--- config.mk ---
export PLATFORM = sky130hd
export DESIGN_NAME = frame_ack_resend_controller_flat
export DESIGN_NICKNAME = d
export VERILOG_FILES = /design/src/fars_pkg.sv /design/src/fars_if.sv /design/src/frame_ack_resend_controller.sv /design/src/fars_core.sv /design/src/fars_emit.sv /design/src/flat_wrapper.sv
export SDC_FILE = /design/constraint.sdc
export NUM_CORES = 1
export LEC_CHECK = 0
export BUFFER_PORTS_ARGS = -buffer_cell sky130_fd_sc_hd__clkbuf_2
export CORE_MARGIN = 2
export CORE_UTILIZATION = 58
export CTS_CLUSTER_DIAMETER = 100
export DETAILED_ROUTE_END_ITERATION = 10
export PLACE_DENSITY_LB_ADDON = 0.08
export SLEW_MARGIN = 40
export SYNTH_ARGS = -nofsm -noshare
export SYNTH_HDL_FRONTEND = slang
export SYNTH_SLANG_ARGS = --single-unit
--- constraint.sdc ---
create_clock -name clk -period 8.6 [get_ports clk]
set_input_delay 1.29 -clock clk [delete_from_list [all_inputs] [get_ports clk]]
set_output_delay 1.29 -clock clk [all_outputs]
set_load 0.01 [all_outputs]
--- src/fars_pkg.sv ---
package fars_pkg;

  localparam int FRAME_BYTES = 8;
  localparam int IDX_W       = $clog2(FRAME_BYTES);
  localparam int FRAME_W     = FRAME_BYTES * 8;
  localparam int ELAPSED_W   = 20;
  localparam int CFG_DATA_W  = 16;
  localparam int CFG_IDX_W   = 2;

  // command codes
  localparam logic [1:0] CMD_SEND = 2'd0;
  localparam logic [1:0] CMD_RX   = 2'd1;
  localparam logic [1:0] CMD_TICK = 2'd2;

  // register indexes
  localparam logic [CFG_IDX_W-1:0] REG_INTERVAL = 2'd0;
  localparam logic [CFG_IDX_W-1:0] REG_LIMIT    = 2'd1;
  localparam logic [CFG_IDX_W-1:0] REG_COUNT_EN = 2'd2;

  localparam logic [15:0] INTERVAL_RST = 16'd500;
  localparam logic [7:0]  LIMIT_RST    = 8'd30;
  localparam logic        COUNT_EN_RST = 1'b1;

  // header bytes
  localparam logic [7:0] HDR_SYNC   = 8'hFE;
  localparam logic [7:0] HDR_LEN    = 8'h08;
  localparam logic [7:0] HDR_ID0    = 8'h01;
  localparam logic [7:0] HDR_ID1    = 8'h02;
  localparam logic [7:0] ACK_TYPE   = 8'h8F;
  localparam logic [7:0] ACK_MARK   = 8'hFF;

  localparam logic [ELAPSED_W-1:0] ELAPSED_MAX = '1;

  // one run handed from the core to the emitter
  typedef struct packed {
    logic               frame;
    logic [FRAME_W-1:0] data;
    logic               pending;
    logic               fail;
    logic               ack;
  } run_t;

endpackage

--- src/fars_if.sv ---
interface fars_in_if;
  logic                      valid;
  logic                      ready;
  logic [1:0]                cmd;
  logic [7:0]                rx_byte;
  logic [fars_pkg::FRAME_W-1:0] frame_word;

  modport source (output valid, cmd, rx_byte, frame_word, input ready);
  modport sink   (input valid, cmd, rx_byte, frame_word, output ready);
endinterface

interface fars_out_if;
  logic       valid;
  logic       ready;
  logic       tx_valid;
  logic [7:0] tx_byte;
  logic       last;
  logic       pending;
  logic       fail_event;
  logic       ack_event;

  modport source (output valid, tx_valid, tx_byte, last, pending, fail_event, ack_event,
                  input ready);
  modport sink   (input valid, tx_valid, tx_byte, last, pending, fail_event, ack_event,
                  output ready);
endinterface

--- src/frame_ack_resend_controller.sv ---
// channel   dir  payload                                          handshake
// in_chan   in   cmd, rx_byte, frame_word                         valid/ready
// out_chan  out  tx_valid, tx_byte, last, pending, fail/ack event  valid/ready
// cfg_*     in   cfg_index, cfg_data                              cfg_we, no wait
//
// one item per cycle while the skid entry is free; a send or resend gives eight results,
// one per cycle while out_chan.ready is high, anything else gives a single result
// the item updates state in the accepting cycle; its run waits in a two-deep
// run buffer (current plus skid) feeding out_chan from registers
// in_chan.ready drops only while the skid entry is occupied
// reset is synchronous and active low
module frame_ack_resend_controller (
  input  logic                             clk,
  input  logic                             rst_n,
  fars_in_if.sink                          in_chan,
  fars_out_if.source                       out_chan,
  input  logic                             cfg_we,
  input  logic [fars_pkg::CFG_IDX_W-1:0]   cfg_index,
  input  logic [fars_pkg::CFG_DATA_W-1:0]  cfg_data
);
  import fars_pkg::*;

  logic step;
  logic push_ready;
  run_t run;

  assign in_chan.ready = push_ready;
  assign step          = in_chan.valid && push_ready;

  fars_core u_core (
    .clk        (clk),
    .rst_n      (rst_n),
    .step       (step),
    .cmd        (in_chan.cmd),
    .rx_byte    (in_chan.rx_byte),
    .frame_word (in_chan.frame_word),
    .cfg_we     (cfg_we),
    .cfg_index  (cfg_index),
    .cfg_data   (cfg_data),
    .run        (run)
  );

  fars_emit u_emit (
    .clk        (clk),
    .rst_n      (rst_n),
    .push       (step),
    .run        (run),
    .push_ready (push_ready),
    .out_chan   (out_chan)
  );

  assert property (@(posedge clk) disable iff (!rst_n)
    out_chan.valid && out_chan.fail_event |-> out_chan.tx_valid && !out_chan.pending)
    else $error("failure without resend bytes or with frame still pending");

  assert property (@(posedge clk) disable iff (!rst_n)
    out_chan.valid && out_chan.ack_event |-> !out_chan.tx_valid && !out_chan.pending)
    else $error("acknowledge result inconsistent");

  assert property (@(posedge clk) disable iff (!rst_n)
    out_chan.valid && !out_chan.tx_valid |-> out_chan.last && out_chan.tx_byte == 8'd0)
    else $error("empty result must be a single last result");

  assert property (@(posedge clk) disable iff (!rst_n)
    !in_chan.ready |-> out_chan.valid)
    else $error("input stalled with nothing to deliver");

endmodule

--- src/fars_core.sv ---
module fars_core (
  input  logic                          clk,
  input  logic                          rst_n,
  input  logic                          step,
  input  logic [1:0]                    cmd,
  input  logic [7:0]                    rx_byte,
  input  logic [fars_pkg::FRAME_W-1:0]  frame_word,
  input  logic                          cfg_we,
  input  logic [fars_pkg::CFG_IDX_W-1:0] cfg_index,
  input  logic [fars_pkg::CFG_DATA_W-1:0] cfg_data,
  output fars_pkg::run_t                run
);
  import fars_pkg::*;

  logic [15:0]          interval_r;
  logic [7:0]           limit_r;
  logic                 count_en_r;

  logic [2:0]           hdr_pos_r, hdr_pos_nxt;
  logic [7:0]           type_byte_r, type_byte_nxt;
  logic                 ack_lat_r, ack_lat_nxt;
  logic                 pending_r, pending_nxt;
  logic                 timing_r, timing_nxt;
  logic [ELAPSED_W-1:0] elapsed_r, elapsed_nxt;
  logic [7:0]           resend_cnt_r, resend_cnt_nxt;
  logic [FRAME_W-1:0]   frame_r, frame_nxt;

  logic [ELAPSED_W-1:0] limit_ticks;
  logic [ELAPSED_W-1:0] elapsed_inc;
  logic [7:0]           cnt_inc;

  // interval * 10 as two shifted adds, fits in the elapsed width
  assign limit_ticks = {1'b0, interval_r, 3'b000} + {3'b000, interval_r, 1'b0};
  assign elapsed_inc = (elapsed_r == ELAPSED_MAX) ? elapsed_r : elapsed_r + 1'b1;
  assign cnt_inc     = resend_cnt_r + 8'd1;

  always_comb begin
    hdr_pos_nxt    = hdr_pos_r;
    type_byte_nxt  = type_byte_r;
    ack_lat_nxt    = ack_lat_r;
    pending_nxt    = pending_r;
    timing_nxt     = timing_r;
    elapsed_nxt    = elapsed_r;
    resend_cnt_nxt = resend_cnt_r;
    frame_nxt      = frame_r;
    run.frame      = 1'b0;
    run.data       = frame_r;
    run.fail       = 1'b0;
    run.ack        = 1'b0;
    case (cmd)
      CMD_SEND: begin
        frame_nxt   = frame_word;
        ack_lat_nxt = 1'b0;
        pending_nxt = 1'b1;
        run.frame   = 1'b1;
        run.data    = frame_word;
      end
      CMD_RX: begin
        case (hdr_pos_r)
          3'd0: hdr_pos_nxt = (rx_byte == HDR_SYNC) ? 3'd1 : 3'd0;
          3'd1: hdr_pos_nxt = (rx_byte == HDR_LEN) ? 3'd2 : 3'd0;
          3'd2: hdr_pos_nxt = 3'd3;
          3'd3: hdr_pos_nxt = 3'd4;
          3'd4: hdr_pos_nxt = (rx_byte == HDR_ID0) ? 3'd5 : 3'd0;
          3'd5: hdr_pos_nxt = (rx_byte == HDR_ID1) ? 3'd6 : 3'd0;
          3'd6: begin
            type_byte_nxt = rx_byte;
            hdr_pos_nxt   = 3'd7;
          end
          default: begin
            if (type_byte_r == ACK_TYPE && rx_byte == ACK_MARK) begin
              ack_lat_nxt = 1'b1;
            end
            hdr_pos_nxt = 3'd0;
          end
        endcase
      end
      CMD_TICK: begin
        if (pending_r) begin
          if (ack_lat_r) begin
            ack_lat_nxt    = 1'b0;
            pending_nxt    = 1'b0;
            timing_nxt     = 1'b0;
            elapsed_nxt    = '0;
            resend_cnt_nxt = '0;
            run.ack        = 1'b1;
          end else if (!timing_r) begin
            timing_nxt  = 1'b1;
            elapsed_nxt = '0;
          end else if (elapsed_inc > limit_ticks) begin
            timing_nxt  = 1'b0;
            elapsed_nxt = '0;
            run.frame   = 1'b1;
            if (count_en_r) begin
              if (cnt_inc >= limit_r) begin
                resend_cnt_nxt = '0;
                pending_nxt    = 1'b0;
                run.fail       = 1'b1;
              end else begin
                resend_cnt_nxt = cnt_inc;
              end
            end else begin
              resend_cnt_nxt = '0;
            end
          end else begin
            elapsed_nxt = elapsed_inc;
          end
        end
      end
      default: begin
      end
    endcase
    run.pending = pending_nxt;
  end

  always_ff @(posedge clk) begin
    if (!rst_n) begin
      interval_r   <= INTERVAL_RST;
      limit_r      <= LIMIT_RST;
      count_en_r   <= COUNT_EN_RST;
      hdr_pos_r    <= '0;
      type_byte_r  <= '0;
      ack_lat_r    <= 1'b0;
      pending_r    <= 1'b0;
      timing_r     <= 1'b0;
      elapsed_r    <= '0;
      resend_cnt_r <= '0;
      frame_r      <= '0;
    end else begin
      if (cfg_we) begin
        case (cfg_index)
          REG_INTERVAL: interval_r <= cfg_data;
          REG_LIMIT:    limit_r    <= cfg_data[7:0];
          REG_COUNT_EN: count_en_r <= cfg_data[0];
          default: begin
          end
        endcase
      end
      if (step) begin
        hdr_pos_r    <= hdr_pos_nxt;
        type_byte_r  <= type_byte_nxt;
        ack_lat_r    <= ack_lat_nxt;
        pending_r    <= pending_nxt;
        timing_r     <= timing_nxt;
        elapsed_r    <= elapsed_nxt;
        resend_cnt_r <= resend_cnt_nxt;
        frame_r      <= frame_nxt;
      end
    end
  end

endmodule

--- src/fars_emit.sv ---
module fars_emit (
  input  logic           clk,
  input  logic           rst_n,
  input  logic           push,
  input  fars_pkg::run_t run,
  output logic           push_ready,
  fars_out_if.source     out_chan
);
  import fars_pkg::*;

  logic             cur_vld_r, cur_vld_nxt;
  run_t             cur_r, cur_nxt;
  logic [IDX_W-1:0] idx_r, idx_nxt;
  logic             skid_vld_r, skid_vld_nxt;
  run_t             skid_r, skid_nxt;
  logic             take, is_last, done;

  assign is_last = !cur_r.frame || (idx_r == IDX_W'(FRAME_BYTES - 1));
  assign take    = cur_vld_r && out_chan.ready;
  assign done    = take && is_last;

  assign push_ready          = !skid_vld_r;
  assign out_chan.valid      = cur_vld_r;
  assign out_chan.tx_valid   = cur_r.frame;
  assign out_chan.tx_byte    = cur_r.frame ? cur_r.data[idx_r*8 +: 8] : 8'd0;
  assign out_chan.last       = is_last;
  assign out_chan.pending    = cur_r.pending;
  assign out_chan.fail_event = cur_r.fail;
  assign out_chan.ack_event  = cur_r.ack;

  always_comb begin
    cur_vld_nxt  = cur_vld_r;
    cur_nxt      = cur_r;
    idx_nxt      = idx_r;
    skid_vld_nxt = skid_vld_r;
    skid_nxt     = skid_r;
    if (!cur_vld_r) begin
      if (push) begin
        cur_vld_nxt = 1'b1;
        cur_nxt     = run;
        idx_nxt     = '0;
      end
    end else if (done) begin
      idx_nxt = '0;
      if (skid_vld_r) begin
        cur_nxt      = skid_r;
        skid_vld_nxt = push;
        skid_nxt     = run;
      end else begin
        cur_vld_nxt = push;
        cur_nxt     = run;
      end
    end else begin
      if (take) begin
        idx_nxt = idx_r + 1'b1;
      end
      if (push) begin
        skid_vld_nxt = 1'b1;
        skid_nxt     = run;
      end
    end
  end

  always_ff @(posedge clk) begin
    if (!rst_n) begin
      cur_vld_r  <= 1'b0;
      skid_vld_r <= 1'b0;
      idx_r      <= '0;
    end else begin
      cur_vld_r  <= cur_vld_nxt;
      skid_vld_r <= skid_vld_nxt;
      idx_r      <= idx_nxt;
    end
    cur_r  <= cur_nxt;
    skid_r <= skid_nxt;
  end

endmodule

--- src/flat_wrapper.sv ---
// flat-port wrapper written by rule: the top's interface ports become plain ports
module frame_ack_resend_controller_flat import fars_pkg::*;
  (clk, rst_n, cfg_we, cfg_index, cfg_data, in_chan_valid, in_chan_cmd, in_chan_rx_byte, in_chan_frame_word, in_chan_ready, out_chan_valid, out_chan_tx_valid, out_chan_tx_byte, out_chan_last, out_chan_pending, out_chan_fail_event, out_chan_ack_event, out_chan_ready);
  fars_in_if in_chan_i ();
  fars_out_if out_chan_i ();
  input  logic clk;
  input  logic rst_n;
  input  logic cfg_we;
  input  logic [fars_pkg::CFG_IDX_W-1:0] cfg_index;
  input  logic [fars_pkg::CFG_DATA_W-1:0] cfg_data;
  input wire logic [$bits(in_chan_i.valid)-1:0] in_chan_valid;
  input wire logic [$bits(in_chan_i.cmd)-1:0] in_chan_cmd;
  input wire logic [$bits(in_chan_i.rx_byte)-1:0] in_chan_rx_byte;
  input wire logic [$bits(in_chan_i.frame_word)-1:0] in_chan_frame_word;
  output wire logic [$bits(in_chan_i.ready)-1:0] in_chan_ready;
  output wire logic [$bits(out_chan_i.valid)-1:0] out_chan_valid;
  output wire logic [$bits(out_chan_i.tx_valid)-1:0] out_chan_tx_valid;
  output wire logic [$bits(out_chan_i.tx_byte)-1:0] out_chan_tx_byte;
  output wire logic [$bits(out_chan_i.last)-1:0] out_chan_last;
  output wire logic [$bits(out_chan_i.pending)-1:0] out_chan_pending;
  output wire logic [$bits(out_chan_i.fail_event)-1:0] out_chan_fail_event;
  output wire logic [$bits(out_chan_i.ack_event)-1:0] out_chan_ack_event;
  input wire logic [$bits(out_chan_i.ready)-1:0] out_chan_ready;
  assign in_chan_i.valid = in_chan_valid;
  assign in_chan_i.cmd = in_chan_cmd;
  assign in_chan_i.rx_byte = in_chan_rx_byte;
  assign in_chan_i.frame_word = in_chan_frame_word;
  assign in_chan_ready = in_chan_i.ready;
  assign out_chan_valid = out_chan_i.valid;
  assign out_chan_tx_valid = out_chan_i.tx_valid;
  assign out_chan_tx_byte = out_chan_i.tx_byte;
  assign out_chan_last = out_chan_i.last;
  assign out_chan_pending = out_chan_i.pending;
  assign out_chan_fail_event = out_chan_i.fail_event;
  assign out_chan_ack_event = out_chan_i.ack_event;
  assign out_chan_i.ready = out_chan_ready;
  frame_ack_resend_controller u_core (.clk(clk), .rst_n(rst_n), .in_chan(in_chan_i), .out_chan(out_chan_i), .cfg_we(cfg_we), .cfg_index(cfg_index), .cfg_data(cfg_data));
endmodule
# Word level (Yosys, flattened, before mapping)
# Cells that the tools add are included.
# word_totals
ff_bits	272
latchBits	0
ramBits	0
mem_bits_ro	0
inputBits	97
out_inout_bits	15
word_cells	143
mem_count	0
# op_classes
n_addsub	4
mul	0
div_mod_pow	0
order_cmp	2
eq_ne	24
shift	1
mux	60
bitwise_logic	0
n_reduce_logical	28
# ops
cell	count
two-way mux 68 bit	6
two-way mux 20 bit	4
two-way mux 64 bit	1
indexed part select 64 x 7 -> 8 bit	1
two-way mux 8 bit	6
two-way mux 1 bit	30
== test 8 bit (second input constant)	3
case mux 3 bit (7 select lines)	1
adder 19 x 17 -> 20 bit	1
adder 20 x 1 -> 20 bit (second input constant)	1
== test 20 bit (second input constant)	1
greater-than comparator 20 bit	1
two-way mux 3 bit	6
AND reduction 2 bit	7
== test 3 bit (second input constant)	4
AND reduction 5 bit	2
AND reduction 3 bit	3
adder 8 x 1 -> 8 bit (second input constant)	1
== test 8 x 1 -> 1 bit (second input constant)	1
== test 8 x 2 -> 1 bit (second input constant)	1
== test 8 x 4 -> 1 bit (second input constant)	1
>= comparator 8 bit	1
!= test 2 bit (second input constant)	4
nonzero test 2 bit	4
other kinds (17)	28

# Logic depth before layout (Yosys ltp)
# Gate-level depths: netlist (run 1).
# depth
word_depth	12
depth_mapped	18

# Modules after synthesis
# Synthesis (run 1) repeated with hierarchy kept, for this count alone.
# hier_totals
cells_unflattened	1140
hier_area_um2	13404.1
# modules_own_cells
module	n_inst	cells_each	area_per_inst_um2	seq_area_each_um2
fars_core	1	847	7666.1	2622.5
fars_emit	1	292	5731.7	4184.0
frame_ack_resend_controller	1	1	6.3	0.0

# Least setup slack after synthesis (run 1)
# Ideal clock, no wire load.
# synth_path
path_kind	input-to-reg
from	input port out_chan_ready
to	register u_core.u_emit.skid_r[0] (netlist bit), enable pin
t_arrival_ns	6.228
t_required_ns	8.012
path_slack_ns	1.784
cell_stages	2
path_cell_list	nand3_1 o21ai_0
# synth_via
elab_chain_cells	4
elab_cells_between_ends	5
classes_between	eq/ne: 1; reduce/logical: 4
# synth_lines
element	line_no	source
start, declared	flat_wrapper.sv:23	input wire logic [$bits(out_chan_i.ready)-1:0] out_chan_ready;
logical AND 1 bit (*)	fars_emit.sv:19	assign take = cur_vld_r && out_chan.ready;
logical AND 1 bit (*)	fars_emit.sv:20	assign done = take && is_last;
!= test 2 bit (no line) or nonzero test 2 bit (tied branches)	--	
AND reduction 3 bit (no line) (*)	--	
end signal, assigned	fars_emit.sv:75	skid_r <= skid_nxt;
end, declared	fars_emit.sv:15	run_t skid_r, skid_nxt;
# Mark *: on every way between the ends. The rest lies on a longest branch, timed or not.
# A chain may end at the register's enable or synchronous reset.

# Worst setup path in the final report (run 1)
# layout_path
from	register u_core.u_core.interval_r[0]
to	register u_core.u_core.elapsed_r[19]
# layout_via
elab_chain_cells	5
# layout_lines
element	line_no	source
start, declared	fars_core.sv:15	logic [15:0] interval_r;
start signal, assigned	fars_core.sv:132	REG_INTERVAL: interval_r <= cfg_data;
adder 19 x 17 -> 20 bit	fars_core.sv:33	assign limit_ticks = {1'b0, interval_r, 3'b000} + {3'b000, interval_r, 1'b0};
greater-than comparator 20 bit	fars_core.sv:90	end else if (elapsed_inc > limit_ticks) begin
two-way mux 20 bit	fars_core.sv:90	
two-way mux 20 bit	fars_core.sv:87	end else if (!timing_r) begin
two-way mux 20 bit	fars_core.sv:80	if (ack_lat_r) begin
end signal, assigned	fars_core.sv:145	elapsed_r <= elapsed_nxt;
end, declared	fars_core.sv:24	logic [ELAPSED_W-1:0] elapsed_r, elapsed_nxt;
# No other way between the ends.

==> qor.txt, run 1 <==
wire length on met2: 13.71 mm
Site Rows: 55
Hold Violations, Final: 0
Crit. End Element: flop
Int Power: 2.353 mW
Overflow after GRT: 0
crit path kind: reg -> reg
clk buf depth: 3
outcome: finished, final reports clean
prevailing post-synth register cell: edfxtp_1
pre-CTS WS: 3876 ps
Slew Viols, Final: 0
leading cell types by count after synthesis: nand2_1 (144), dfxtp_1 (136), edfxtp_1 (136), nor2_1 (97)
gr usage total: 0.2389
Top Layer Used: met4
Post-CTS Hold Fix Bufs: 0
distinct cell type count after synthesis: 66
drt drc: 0
Comb pwr share: 0.106
WL final: 28.84 mm
Cells after Synth: 1278
Clock Skews: 13.96 ps
worst endpoint data arrival time: 5290 ps
DIE HEIGHT: 155.9 um
clock power share: 0.409
Die W: 155.9 um
synthesis-to-finish area growth: 13.36%
HP Class: reg -> reg
Worst-path clk slew: 60 ps
share of the synthesized area in the top cell type: 0.3051
first-pass GRT wire length: 46.62 mm
Die ar.: 24310 sq um
layout cells sized above 1: 0.1472
PortBufs: 111
largest area contributor in the netlist: edfxtp_1
fin crit period: 4791 ps
sw frac: 0.2431
nets: 1506
Skew-Pair Late Insertion Delay: 560 ps
NetSw: 755.6 uW
Finished Core Util: 0.6701
Num CTS Buffers: 29
clock sink total: 272
most common cell in the netlist: nand2_1
detailed-placement wirelength estimate: 19.25 mm
CP Max Fanout: 11
DP Cell Count: 1616
vias in the first global route: 9092
Post-Syn Nets: 1421
Post-synth EDFFs: 136
met1 wire length: 12.90 mm
fin area: 15170 sq um
synthesized flop and latch total: 272
maximum vdd drop: 0.1908 mV
Routed wire per std cell: 17.26 um
async set or reset register ratio after synthesis: 0
post-route ant nets: 0
post-cts resize count: 0
antenna violations before repair: 0
sequential fraction of the synthesis area: 0.5086
met3 wire len: 1.409 mm
Area after DPL: 14180 sq um
max frequency: 208.7 MHz
ANT cells: 0
FF/Latch Area: 6808 sq um
Syn Area/Cell: 10.47 sq um
setup repair bufs after CTS: 0
max-cap violations: 0
critical path required time: 9100 ps
Via-to-Cell Ratio: 5.773
largest net degree at the start of global routing: 99
P_leak: 7.015 nW
Core Footprint: 22640 sq um
synth top area cells: edfxtp_1 (31%), dfxtp_1 (20%), mux2i_1 (6.5%)
Relative slew margins: 0.4427
via count: 9647
H-tree levels: 1
DR pass1 iterations: 6
1st-iter DRT viols: 539
Slowest-stage cell, CP: o41ai_1
yosys warns: 0
CTS tree: done
setup_tns: 0 ps
slowest cell delay on critical path: 430 ps
# setup viols final: 0
FILL cells: 1768
unrepaired setup endpoints after global routing: false
starting density of the core: 0.5912
I/O pin total: 112
gpl congestion: 0.8576
PnR worst setup slack: 3809 ps
CP cell instances: ha_1, fa_1, a21o_1, a211oi_1, o21ai_0, nand2_1, o21ai_0, o41ai_1, xor2_1, ha_1, nand4_1, nor4_1, nand3_1, o21a_1, a2111oi_4, buf_4, buf_6, a21boi_1, o21a_1
area of the multi-input gates: 6041 sq um
Non-Filler Instances: 1671
period utilization: 0.5571
Mapped Area: 13380 sq um
Root Driver: clkbuf_16
pwr/cell area: 204.9 nW/um^2
Worst-Margin Slew: 835.9 ps
startpoint types: flop
sequential share of power: 0.485
==> metal layers <==
metal / global-route usage / vias to the layer above
met2: 0.4012 / 224
met3: 0.03389 / 54
met5: 0 / -
met4: 0.06859 / 0
met1: 0.3257 / 4607
li1: - / 4762
==> power by group through the flow <==
stage | combinational, mW | sequential (mW) | clock (mW)
6_report | 0.331 | 1.51 | 1.27
5_1_grt | 0.368 | 1.52 | 1.35
4_1_cts | 0.333 | 1.51 | 1.30
3_5_place_dp | 0.330 | 1.53 | 0
3_3_place_gp | 0.318 | 1.53 | 0
2_1_floorplan | 0.227 | 1.53 | 0
==> critical path, delay by kind of cell (launching register included) <==
family	cells	cell delay (ps)
buf+inv	2	400
simple gates	4	770
xor+xnor	1	130
fa+ha+maj	3	990
compound gates	9	2100
flops	1	330
==> metrics by stage <==
step,power [mW],hold slack [ps]
finish,3.109,495.3
global route,3.230,506.2
CTS,3.138,499.0
detailed placement,1.863,484.9
global placement,1.849,477.9
floorplan,1.756,451.5
==> final cells by class <==
class                           count  area share
Sequential cell                   272      0.4487
Multi-Input combinational cell    855      0.3982
Clock buffer                       34     0.04973
Timing Repair Buffer              123     0.04560
Tap cell                          285     0.02350
Inverter                           82     0.02029
Clock inverter                     20     0.01402
==> cell usage in the layout (no fill, tap or decap), types with 18 or more instances in the layout <==
cell type / n
a21oi_1: 87
and3_1: 18
clkbuf_16: 29
clkbuf_2: 110
dfxtp_1: 135
edfxtp_1: 136
ha_1: 45
inv_1: 82
mux2i_1: 87
nand2_1: 143
nand3_1: 31
nor2_1: 96
nor2b_1: 47
o211a_1: 64
o21ai_0: 27
xor2_1: 22
==> sequential cells by signal (all words and copies together) (netlist names) <==
name                               cells
u_core.u_core.frame_r                 64
u_core.u_emit.cur_r                   64
u_core.u_emit.skid_vld_r               1
u_core.u_emit.out_chan.pending         1
u_core.u_core.count_en_r               1
u_core.u_core.pending_r                1
u_core.u_emit.out_chan.fail_event      1
u_core.u_core.resend_cnt_r             8
u_core.u_emit.out_chan.valid           1
u_core.u_core.elapsed_r               20
u_core.u_emit.out_chan.tx_valid        1
u_core.u_emit.out_chan.ack_event       1
u_core.u_core.type_byte_r              8
u_core.u_emit.idx_r                    3
u_core.u_emit.skid_r                  68
u_core.u_core.ack_lat_r                1
u_core.u_core.hdr_pos_r                3
u_core.u_core.interval_r              16
u_core.u_core.timing_r                 1
u_core.u_core.limit_r                  8
==> cells by family (layout without fill, tap and decap cells) <==
logic type / after synthesis / count (layout) / synth area share
and+or+nand+nor: 408 / 408 / 0.1474
AOI/OAI and AO/OA: 261 / 261 / 0.1399
xor gates and xnor gates: 32 / 32 / 0.02094
buffers and inverters: 151 / 259 / 0.04347
adders and majority gates: 46 / 46 / 0.04356
muxes: 108 / 108 / 0.09620
DFF: 272 / 272 / 0.5086
==> worst paths after layout <==
check                         startpoint                          end  slack (ps)  cells after the start
max reg2reg  u_core.u_core.interval_r[0]  u_core.u_core.elapsed_r[19]        3810                     19
min reg2reg     u_core.u_core.frame_r[9]     u_core.u_core.frame_r[9]         500                      1
min             u_core.u_core.frame_r[9]     u_core.u_core.frame_r[9]         500                      1
max          u_core.u_core.interval_r[0]  u_core.u_core.elapsed_r[19]        3810                     19
Note: power is estimated with default switching activity, not from simulation.
==> run 2, diff against run 1 <==
==> constraint.sdc (replaced) <==
create_clock -name clk -period 4.65 [get_ports clk]
set_input_delay 0.6975 -clock clk [delete_from_list [all_inputs] [get_ports clk]]
set_output_delay 0.6975 -clock clk [all_outputs]
set_load 0.01 [all_outputs]
==> qor.txt, run 2 (same netlist as run 1, synthesis figures left out) <==
1st-iter DRT viols: 765 (+42%)
most common cell after layout, fill and taps aside: nand2_1
clk buf depth: 3 (unchanged)
CP Max Fanout: 4 (-7)
gr usage total: 0.2324 (-0.006494)
DIE HEIGHT: 155.9 um (unchanged)
Hold Path Stages: 3 (+2)
max FFs per register: 68 (unchanged)
wire length on met2: 13.33 mm (-2.8%)
Worst R2R Setup Slack: 310 ps (-3500 ps)
crit path kind: reg -> reg
gpl congestion: 0.8433 (-1.7%)
outcome: finished, final reports clean
worst endpoint data arrival time: 4630 ps (-660 ps)
detailed-placement wirelength estimate: 19.53 mm (+1.5%)
CTS tree: done
largest registers: u_core.u_emit.skid_r (68), u_core.u_core.frame_r (64), u_core.u_emit.cur_r (64)
R2R Path End: u_core.u_emit.out_chan.pending
met3 wire len: 1.304 mm (-7.5%)
Clock Skews: 10.51 ps (-3.454 ps)
setup_tns: 0 ps (unchanged)
Num CTS Buffers: 29 (unchanged)
Site Rows: 55 (unchanged)
Overflow after GRT: 0 (unchanged)
Via-to-Cell Ratio: 5.699 (-1.3%)
Worst Setup SP: u_core.u_core.interval_r[0]
sw frac: 0.2411 (-0.001926)
starting density of the core: 0.5912 (unchanged)
Die ar.: 24310 sq um (unchanged)
max frequency: 230.4 MHz (+10%)
Top Layer Used: met4
# setup viols final: 0 (unchanged)
P_leak: 7.082 nW (+0.96%)
most frequent cells in the layout: nand2_1 (143), dfxtp_1 (136), edfxtp_1 (136)
first-pass GRT wire length: 45.25 mm (-2.9%)
largest net degree at the start of global routing: 111 (+12%)
setup repair bufs after CTS: 0 (unchanged)
nets: 1514 (+0.53%)
Worst-Margin Slew: 807.9 ps (-27.98 ps)
Area after DPL: 14300 sq um (+0.81%)
fin crit period: 4341 ps (-450.1 ps)
Slew Viols, Final: 0 (unchanged)
reg2reg path depth: 17 (-2)
drt drc: 0 (unchanged)
Worst Hold Launch: cfg_data[8]
worst hold slack: 370.4 ps (-124.9 ps)
startpoint types: flop
met1 wire length: 13.05 mm (+1.1%)
Finished Core Util: 0.6765 (+0.006410)
Int Power: 4.365 mW (+86%)
Routed wire per std cell: 16.92 um (-1.9%)
max-cap violations: 0 (unchanged)
NetSw: 1.387 mW (+84%)
Crit. End Element: flop
clock sink total: 272 (unchanged)
RR Startpoint: u_core.u_core.interval_r[0]
Root Driver: clkbuf_16
H-tree levels: 1 (unchanged)
fin area: 15320 sq um (+0.96%)
via count: 9575 (-0.75%)
maximum vdd drop: 0.2997 mV (+57%)
WL final: 28.43 mm (-1.4%)
Skew-Pair Late Insertion Delay: 560 ps (about the same)
layout cells sized above 1: 0.1557 (+0.008481)
period utilization: 0.9336 (+0.3764)
DR pass1 iterations: 5 (-1)
Hold Violations, Final: 0 (unchanged)
synthesis-to-finish area growth: 14.44%
Worst Hold Endpoint: u_core.u_core.interval_r[8]
PortBufs: 111 (unchanged)
Worst-path clk slew: 60 ps (about the same)
clock power share: 0.407 (-0.002)
post-route ant nets: 0 (unchanged)
critical path required time: 4940 ps (-4160 ps)
I/O pin total: 112 (unchanged)
Biggest register: u_core.u_emit.skid_r
Die W: 155.9 um (unchanged)
Comb pwr share: 0.108 (+0.002)
vias in the first global route: 8956 (-1.5%)
pwr/cell area: 375.6 nW/um^2 (+83%)
HP Class: in -> reg
sequential share of power: 0.485 (about the same)
Core Footprint: 22640 sq um (unchanged)
antenna violations before repair: 1 (+1)
Relative slew margins: 0.4614 (+0.01866)
[run 2: power groups by stage]
stage	sequential [mW]	combinational, mW	clock (mW)
2_1_floorplan	2.82	0.421	0
3_3_place_gp	2.83	0.594	0
3_5_place_dp	2.84	0.621	0
4_1_cts	2.79	0.623	2.39
5_1_grt	2.80	0.692	2.48
6_report	2.79	0.621	2.34
[run 2: metal layers]
metal | vias to the layer above | track usage
met4 | 0 | 0.06640
met5 | - | 0
met3 | 47 | 0.03222
li1 | 4782 | -
met2 | 219 | 0.3818
met1 | 4527 | 0.3249
[run 2: timing repair]
action	in CTS	in global routing
hold buffers	0	0
resized for setup	0	4
setup endpoints to repair	0	34
[run 2: per-stage QoR]
step | power [mW] | setup slack, ps | instances
floorplan | 3.241 | 151.7 | 1278
global placement | 3.425 | 257.0 | 1622
detailed placement | 3.456 | 92.03 | 1625
CTS | 5.798 | 90.32 | 1679
global route | 5.976 | -8.830 | 1680
finish | 5.752 | 309.0 | 1680
[run 2: worst max-delay path: stages (launching register included)]
cell and delay, ps:
dfxtp_1 330, ha_1 250, fa_1 420, a21o_1 190, a211oi_1 290, o21ai_0 180
nand2_1 80, o21ai_0 130, o41ai_2 290, xor2_1 110, ha_1 310, nand4_1 160
nor4_1 330, o211ai_1 180, o2111ai_2 140, nand3_1 240, o221ai_1 330, a31oi_1 140
[run 2: how the worst max path moves through the flow]
stage / to / slack [ps] / depth (start not counted)
floorplan: u_core.u_emit.skid_r[0] / 150 / 5
global placement: u_core.u_core.elapsed_r[19] / 260 / 18
detailed placement: u_core.u_core.elapsed_r[19] / 90 / 18
CTS: u_core.u_core.elapsed_r[19] / 90 / 18
global route: u_core.u_emit.out_chan.pending / -9 / 17
finish: u_core.u_emit.out_chan.pending / 310 / 17
[run 2: final cells by class]
cell class	count	area (sq um)
well taps	285	356.6
fillers	1784	7323
flip-flops and latches	272	6807
clock buffers	38	809.5
diodes	1	2.502
clock inverters	16	163.9
repair buffers	131	788.3
multi-input cells	855	6082
inverters	82	307.8
